### src/hw/rtl/bli_pkg.sv
// Shared constants and types of the brightness/luminance interpolator.
// Used by the controller, the datapath and the top level.
`timescale 1ns / 1ps
`default_nettype none

package bli_pkg;

  // Default table depths
  localparam int DEF_POINT_DEPTH = 256;
  localparam int DEF_STEP_DEPTH  = 512;

  // Fixed field widths
  localparam int OPC_W     = 2;
  localparam int IDX_W     = 9;
  localparam int VAL_W     = 16;
  localparam int STATUS_W  = 2;
  localparam int LUMX_W    = 23;
  localparam int CFG_IDX_W = 2;
  localparam int CFG_DAT_W = 10;

  localparam int LUM_SCALE    = 100;
  localparam int LUM_X100_MAX = 6553500;

  // Item opcodes
  localparam logic [OPC_W-1:0] OPC_WR_BRT  = 2'd0;
  localparam logic [OPC_W-1:0] OPC_WR_LUM  = 2'd1;
  localparam logic [OPC_W-1:0] OPC_WR_STEP = 2'd2;
  localparam logic [OPC_W-1:0] OPC_QUERY   = 2'd3;

  // Result status codes
  localparam logic [STATUS_W-1:0] ST_OK    = 2'd0;
  localparam logic [STATUS_W-1:0] ST_RANGE = 2'd1;
  localparam logic [STATUS_W-1:0] ST_INDEX = 2'd2;

  // Configuration register indexes
  localparam logic [CFG_IDX_W-1:0] CFG_BRT_USED  = 2'd0;
  localparam logic [CFG_IDX_W-1:0] CFG_STEP_USED = 2'd1;
  localparam logic [CFG_IDX_W-1:0] CFG_UI_USED   = 2'd2;

  // Which search a setup or capture refers to
  localparam logic [1:0] SRCH_UP   = 2'd0;
  localparam logic [1:0] SRCH_ST   = 2'd1;
  localparam logic [1:0] SRCH_STLO = 2'd2;
  localparam logic [1:0] SRCH_STHI = 2'd3;

  // Datapath micro-operations
  localparam int OP_W = 5;
  localparam logic [OP_W-1:0] OP_NOP    = 5'd0;
  localparam logic [OP_W-1:0] OP_LOAD   = 5'd1;
  localparam logic [OP_W-1:0] OP_WRITE  = 5'd2;
  localparam logic [OP_W-1:0] OP_RNG_RD = 5'd3;
  localparam logic [OP_W-1:0] OP_RNG_CK = 5'd4;
  localparam logic [OP_W-1:0] OP_SETUP  = 5'd5;
  localparam logic [OP_W-1:0] OP_RD_BP  = 5'd6;
  localparam logic [OP_W-1:0] OP_S_RD0  = 5'd7;
  localparam logic [OP_W-1:0] OP_S_CK0  = 5'd8;
  localparam logic [OP_W-1:0] OP_S_RDN  = 5'd9;
  localparam logic [OP_W-1:0] OP_S_CKN  = 5'd10;
  localparam logic [OP_W-1:0] OP_S_PRB  = 5'd11;
  localparam logic [OP_W-1:0] OP_S_CKP  = 5'd12;
  localparam logic [OP_W-1:0] OP_S_CAP  = 5'd13;
  localparam logic [OP_W-1:0] OP_RD_LLO = 5'd14;
  localparam logic [OP_W-1:0] OP_RD_LHI = 5'd15;
  localparam logic [OP_W-1:0] OP_RD_LUI = 5'd16;
  localparam logic [OP_W-1:0] OP_HBM    = 5'd17;
  localparam logic [OP_W-1:0] OP_MUL    = 5'd18;
  localparam logic [OP_W-1:0] OP_SCALE  = 5'd19;
  localparam logic [OP_W-1:0] OP_DIV    = 5'd20;
  localparam logic [OP_W-1:0] OP_EMIT   = 5'd21;

  typedef struct packed {
    logic [OP_W-1:0] op;
    logic [1:0]      sel;
  } bli_cmd_t;

  typedef struct packed {
    logic hit;       // search compare ends the search
    logic empty;     // search window closed
    logic oor;       // brightness above last point
    logic div_done;  // divider finished
    logic out_busy;  // output register cannot take a result
  } bli_sts_t;

endpackage

`default_nettype wire

### src/hw/rtl/bli_ctrl.sv
// Controller state machine of the interpolator: sequences the datapath.
// Depends on bli_pkg.
`timescale 1ns / 1ps
`default_nettype none

module bli_ctrl (
  input  wire logic                      clk,
  input  wire logic                      rst_n,
  input  wire logic                      in_valid,
  output logic                           in_ready,
  input  wire logic [bli_pkg::OPC_W-1:0] in_opcode,
  input  wire bli_pkg::bli_sts_t         sts,
  output bli_pkg::bli_cmd_t              cmd
);
  import bli_pkg::*;

  localparam logic [4:0] C_IDLE   = 5'd0;
  localparam logic [4:0] C_WR     = 5'd1;
  localparam logic [4:0] C_RNG_RD = 5'd2;
  localparam logic [4:0] C_RNG_CK = 5'd3;
  localparam logic [4:0] C_SETUP  = 5'd4;
  localparam logic [4:0] C_RD0    = 5'd5;
  localparam logic [4:0] C_CK0    = 5'd6;
  localparam logic [4:0] C_RDN    = 5'd7;
  localparam logic [4:0] C_CKN    = 5'd8;
  localparam logic [4:0] C_PRB    = 5'd9;
  localparam logic [4:0] C_CKP    = 5'd10;
  localparam logic [4:0] C_CAP    = 5'd11;
  localparam logic [4:0] C_RDBP   = 5'd12;
  localparam logic [4:0] C_RD_LLO = 5'd13;
  localparam logic [4:0] C_RD_LHI = 5'd14;
  localparam logic [4:0] C_RD_LUI = 5'd15;
  localparam logic [4:0] C_HBM    = 5'd16;
  localparam logic [4:0] C_MUL    = 5'd17;
  localparam logic [4:0] C_SCALE  = 5'd18;
  localparam logic [4:0] C_DIV    = 5'd19;
  localparam logic [4:0] C_EMIT   = 5'd20;

  logic [4:0] state_r, state_nxt;
  logic [1:0] srch_r, srch_nxt;

  assign in_ready = (state_r == C_IDLE);

  // Next state and command
  always_comb begin
    state_nxt = state_r;
    srch_nxt  = srch_r;
    cmd.op    = OP_NOP;
    cmd.sel   = srch_r;
    case (state_r)
      C_IDLE: begin
        if (in_valid) begin
          cmd.op    = OP_LOAD;
          state_nxt = (in_opcode == OPC_QUERY) ? C_RNG_RD : C_WR;
        end
      end
      C_WR: begin
        cmd.op    = OP_WRITE;
        state_nxt = C_EMIT;
      end
      C_RNG_RD: begin
        cmd.op    = OP_RNG_RD;
        state_nxt = C_RNG_CK;
      end
      C_RNG_CK: begin
        cmd.op    = OP_RNG_CK;
        srch_nxt  = SRCH_UP;
        state_nxt = sts.oor ? C_EMIT : C_SETUP;
      end
      C_SETUP: begin
        cmd.op    = OP_SETUP;
        state_nxt = C_RD0;
      end
      C_RD0: begin
        cmd.op    = OP_S_RD0;
        state_nxt = C_CK0;
      end
      C_CK0: begin
        cmd.op    = OP_S_CK0;
        state_nxt = sts.hit ? C_CAP : C_RDN;
      end
      C_RDN: begin
        cmd.op    = OP_S_RDN;
        state_nxt = C_CKN;
      end
      C_CKN: begin
        cmd.op    = OP_S_CKN;
        state_nxt = sts.hit ? C_CAP : C_PRB;
      end
      C_PRB: begin
        cmd.op    = OP_S_PRB;
        state_nxt = sts.empty ? C_CAP : C_CKP;
      end
      C_CKP: begin
        cmd.op    = OP_S_CKP;
        state_nxt = sts.hit ? C_CAP : C_PRB;
      end
      C_CAP: begin
        cmd.op = OP_S_CAP;
        case (srch_r)
          SRCH_UP: begin
            srch_nxt  = SRCH_ST;
            state_nxt = C_SETUP;
          end
          SRCH_ST: begin
            srch_nxt  = SRCH_STLO;
            state_nxt = C_RDBP;
          end
          SRCH_STLO: begin
            srch_nxt  = SRCH_STHI;
            state_nxt = C_RDBP;
          end
          default: state_nxt = C_RD_LLO;
        endcase
      end
      C_RDBP: begin
        cmd.op    = OP_RD_BP;
        state_nxt = C_SETUP;
      end
      C_RD_LLO: begin
        cmd.op    = OP_RD_LLO;
        state_nxt = C_RD_LHI;
      end
      C_RD_LHI: begin
        cmd.op    = OP_RD_LHI;
        state_nxt = C_RD_LUI;
      end
      C_RD_LUI: begin
        cmd.op    = OP_RD_LUI;
        state_nxt = C_HBM;
      end
      C_HBM: begin
        cmd.op    = OP_HBM;
        state_nxt = C_MUL;
      end
      C_MUL: begin
        cmd.op    = OP_MUL;
        state_nxt = C_SCALE;
      end
      C_SCALE: begin
        cmd.op    = OP_SCALE;
        state_nxt = C_DIV;
      end
      C_DIV: begin
        if (sts.div_done) begin
          state_nxt = C_EMIT;
        end else begin
          cmd.op = OP_DIV;
        end
      end
      C_EMIT: begin
        if (!sts.out_busy) begin
          cmd.op    = OP_EMIT;
          state_nxt = C_IDLE;
        end
      end
      default: state_nxt = C_IDLE;
    endcase
  end

  // State registers
  always_ff @(posedge clk) begin
    if (!rst_n) begin
      state_r <= C_IDLE;
      srch_r  <= SRCH_UP;
    end else begin
      state_r <= state_nxt;
      srch_r  <= srch_nxt;
    end
  end

endmodule

`default_nettype wire

### config.mk
export PLATFORM = sky130hd
export DESIGN_NAME = bli_ctrl
export DESIGN_NICKNAME = d
export VERILOG_FILES = /design/src/hw/rtl/bli_pkg.sv /design/src/hw/rtl/bli_ctrl.sv
export SDC_FILE = /design/constraint.sdc
export NUM_CORES = 1
export LEC_CHECK = 0
export BUFFER_PORTS_ARGS = -buffer_cell sky130_fd_sc_hd__buf_2
export CORE_MARGIN = 2
export CORE_UTILIZATION = 47
export CTS_BUF_LIST = sky130_fd_sc_hd__clkbuf_16
export CTS_CLUSTER_SIZE = 20
export DETAILED_ROUTE_END_ITERATION = 8
export PLACE_DENSITY = 0.79
export SYNTH_ARGS = -nofsm -noshare
export SYNTH_HDL_FRONTEND = slang
export SYNTH_SLANG_ARGS = --single-unit
### constraint.sdc
create_clock -name clk -period 1.25 [get_ports clk]
set_input_delay 0 -clock clk [delete_from_list [all_inputs] [get_ports clk]]
set_output_delay 0 -clock clk [all_outputs]
set_load 0.1 [all_outputs]
==> results of run 1 <==
-- per-stage QoR --
stage	hold WS, ns	utilization	instance area, um^2
2_1_floorplan	0.108	-	908
3_3_place_gp	0.307	0.792	1220
3_5_place_dp	0.321	0.792	1220
4_1_cts	0.0709	0.974	1500
-- kinds of logic after synthesis --
group	after synthesis	share of synthesized area
adders and majority gates	5	0.0764
buffers and inverters	15	0.0812
muxes	1	0.0143
and+or+nand+nor	39	0.277
AOI/OAI and AO/OA	43	0.373
DFF	7	0.178
-- synth_stat cells --
cell	count	share of area
nor2_1	6	0.029
nand4_1	1	0.0080
and2_1	2	0.016
or4_4	1	0.014
o22ai_1	1	0.0080
o31a_1	1	0.011
inv_2	1	0.0048
clkbuf_1	1	0.0048
o211ai_2	1	0.016
o211ai_1	1	0.0096
a31oi_1	1	0.0080
nor3b_1	1	0.0096
o2bb2ai_2	1	0.019
and2b_1	1	0.0096
a32oi_1	2	0.022
nor2b_1	5	0.040
o32a_1	1	0.013
nand4bb_1	1	0.014
o21ai_0	11	0.070
or2b_1	1	0.0096
or2_4	1	0.011
a22oi_1	3	0.029
ha_1	4	0.064
nand3_1	3	0.019
nand2b_1	1	0.0080
mux2_2	1	0.014
maj3_1	1	0.013
nor3_1	3	0.019
o21ai_1	1	0.0064
and4_1	1	0.011
a311o_1	2	0.025
nand2_1	9	0.043
dfxtp_1	7	0.18
and3_1	1	0.0080
nor4_1	1	0.0080
a211o_1	2	0.022
inv_1	7	0.033
o221ai_1	1	0.011
buf_2	6	0.038
a21o_1	2	0.019
o21a_1	1	0.0096
a21oi_1	10	0.064
a21boi_0	1	0.0096
-- timing repair --
item | 4_1_cts
setup buffers | 8
pin swaps | 15
hold buffers | 0
setup endpoints to repair | 13
gates resized for setup | 38
==> out/metrics.cfg, run 1 <==
[grt]
grt_max_degree=14

[synth]
ys_seq_area_frac=0.178
avgSynthCellArea_um2=7.14
ys_seq_elements=7
post_synth_num_cell_types=43
yosys_warnings=0
syn_inst=110
synth_fp_nets=124
syn_area_um2=786

[place]
io_buffers=17
hpwl_mm=2.07
pre_cts_ws_ns=-0.190
placed_cells=162
place.gp.congestion=0.910

[floorplanning]
row_count=14
die_width_um=44.9
start_util=0.510
pin_count=18
die_h_um=44.9

[clock_tree]
root_buffer=clkbuf_16
clock-sinks=7
htree_levels=1
clockBufferDepth=2
cts_inserted_buffers=3

[run_status]
status=aborted with a tool error
haltStage=global routing
firstError=[ERROR DPL-0038] Utilization greater than 100%, impossible to legalize

[sta]
worst-ep-kind=top-level output
worst_endpoint=cmd[4]

==> run 2: changes to the inputs <==
==> config.mk (replaced) <==
export PLATFORM = sky130hd
export DESIGN_NAME = bli_ctrl
export DESIGN_NICKNAME = d
export VERILOG_FILES = /design/src/hw/rtl/bli_pkg.sv /design/src/hw/rtl/bli_ctrl.sv
export SDC_FILE = /design/constraint.sdc
export NUM_CORES = 1
export LEC_CHECK = 0
export BUFFER_PORTS_ARGS = -buffer_cell sky130_fd_sc_hd__buf_2
export CORE_AREA = 2 2 63 65
export DETAILED_ROUTE_END_ITERATION = 8
export DIE_AREA = 0 0 65 67
export PLACE_DENSITY_LB_ADDON = 0.15
export SYNTH_ARGS = -nofsm -noshare
export SYNTH_HDL_FRONTEND = slang
export SYNTH_SLANG_ARGS = --single-unit
==> constraint.sdc (replaced) <==
create_clock -name clk -period 1.6 [get_ports clk]
set_input_delay 0 -clock clk [delete_from_list [all_inputs] [get_ports clk]]
set_output_delay 0 -clock clk [all_outputs]
set_load 0.1 [all_outputs]
==> out/metrics.cfg, run 2 <==
[run_status]
status=complete, no violations

[clock_tree]
cts_tree=done
worstSkewPairLatency_ns=0.22
clockBufferDepth=2
cts_inserted_buffers=3
cts_hold_buf=0
clock-sinks=7
clk_pin_slew_ns=0.04
htree_levels=1
root_buffer=clkbuf_8

[synth]
ys_seq_elements=7
synth_fp_nets=124
synth_top_area_share=0.178
ys_seq_area_frac=0.178
synth-async-reset-ratio=0
synth-edff-count=0
yosysMostFrequentCell=o21ai_0
synth_commonest_cells=o21ai_0 (11), a21oi_1 (10), nand2_1 (9), dfxtp_1 (7), inv_1 (7)
ys_top_cells_by_area=dfxtp_1 (18%), o21ai_0 (7.0%), a21oi_1 (6.4%)
synth-main-ff-cell=dfxtp_1
syn_inst=110
yosys_warnings=0
avgSynthCellArea_um2=7.14
syn_area_um2=786
post_synth_num_cell_types=43
synth_top_area_cell=dfxtp_1

[sta]
period_needed_ns=1.60
slew_violations=0
tightest_slew_ns=0.484
max_slew_margin=0.680
fin_crit_sh=1.00
worst_clock_skew_ns=0.00230
hold_viol=0
rsz0062_at_grt=true
fmax_ghz=0.625
setup_viol=0

[detailed_routing]
wl_per_cell_um=12.8
vias=940
vias_per_cell=5.08
finalWirelength_mm=2.37
drt-pass1-iter-count=4
drc=0
drtIter0Drc=65
antenna_left=0

[layout]
layout_commonest_cell=buf_4
diodes=0
largest_reg_flops=5
seq_area_um2=159
regMostFlops=state_r
nFillCells=392
reg_top3=state_r x5, srch_r x2
nNetsFinal=152
mostFrequentLayoutCells=buf_4 (13), buf_2 (11), o21ai_0 (10)
final_core_util=0.338
multi_input_area_um2=649
drive_gt1_frac=0.431
areaGrowthSynthToFinish_pct=54.9
final_area_um2=1220
final_cells=185

[floorplanning]
die_width_um=65
row_count=22
pin_count=18
die-area_um2=4360
core_um2=3610
die_h_um=67
start_util=0.218

[job]
maxCapViolations=0

[grt]
antenna_found_initial=0
grt_first_pass_wirelength_mm=3.84
grt_max_degree=16
gr-total-overflow=0
grt_pass1_vias=859
grt_usage=0.112

[power]
power_density_nw_per_um2=2150
p_leak_nw=0.478
vdd_ir_drop_max_v=0.000744
total_power_w=0.00261

[critical_path]
reg2reg_slack_ns=0.17
reg2regPathDepth=5
critPathMaxFanout=6
crit_required_ns=1.60
crit_type=flop to primary output
cp-end-kind=primary output
worstPathArrival_ns=1.60
setup.worst_path.start_class=flop

[place]
placed_cells=179
hpwl_mm=1.85
place.gp.congestion=0.827
io_buffers=17
dpl_cell_area_um2=1110

[worst_hold_path]
min_path_cells=2
min_path_type=primary input to flop

run 2: cell counts after synthesis:
No cell type changed its count.
run 2: worst paths after layout:
check	startpoint	end
setup reg to reg	state_r[1]	state_r[2]
hold reg to reg	srch_r[0]	srch_r[0]
hold / removal	rst_n	state_r[3]
setup / recovery	state_r[0]	cmd[2]
run 2: kinds of logic (layout without fill, tap and decap cells):
kind of cell    Yosys count  count (layout)  synth area share
flops                     7               7             0.178
compound gates           43              43             0.373
simple gates             39              39             0.277
mux                       1               1            0.0143
buf+inv                  15              42            0.0812
fa+ha+maj                 5               5            0.0764
run 2: repair_timing:
action | in CTS | in global routing
gates cloned | 0 | 0
pin swaps | 2 | 0
buffers inserted | 2 | 0
setup endpoints to repair | 6 | 6
gates resized for setup | 9 | 8
run 2: critical path: stages, from the launching register on:
cell	delay, ns
dfxtp_4	0.37
and2b_2	0.25
mux2_2	0.29
a21oi_4	0.15
o221ai_4	0.13
buf_12	0.18
run 2: layout make-up:
cell class | count | area share
tap | 48 | 0.0493
inverter | 8 | 0.0247
sequential | 7 | 0.131
clock buffer | 3 | 0.0339
timing repair buffer | 30 | 0.224
multi-input combinational | 88 | 0.533
clock inverter | 1 | 0.00411
run 2: routing by layer:
layer,vias to the layer above,wire [um],track usage
met5,-,0,0
met4,0,8,0.0399
met3,2,129,0.0135
met2,34,1170,0.197
met1,444,1060,0.140
li1,460,-,-
run 2: per-stage QoR:
stage	hold slack (ns)	TNS (ns)	worst slack, ns
global placement	0.322	0	0.0809
floorplan	0.108	-0.275	-0.170
global route	0.0898	-0.104	-0.0578
CTS	0.0740	-0.00374	-0.00374
detailed placement	0.319	0	0.0892
finish	0.0700	0	0.000499
run 2: power by group:
part	internal (W)	switching [W]	total, W
clock	0.000169	0.0000791	0.000248
combinational	0.000826	0.00126	0.00209
sequential	0.000220	0.0000591	0.000279
Power figures use the tool's default switching activity.
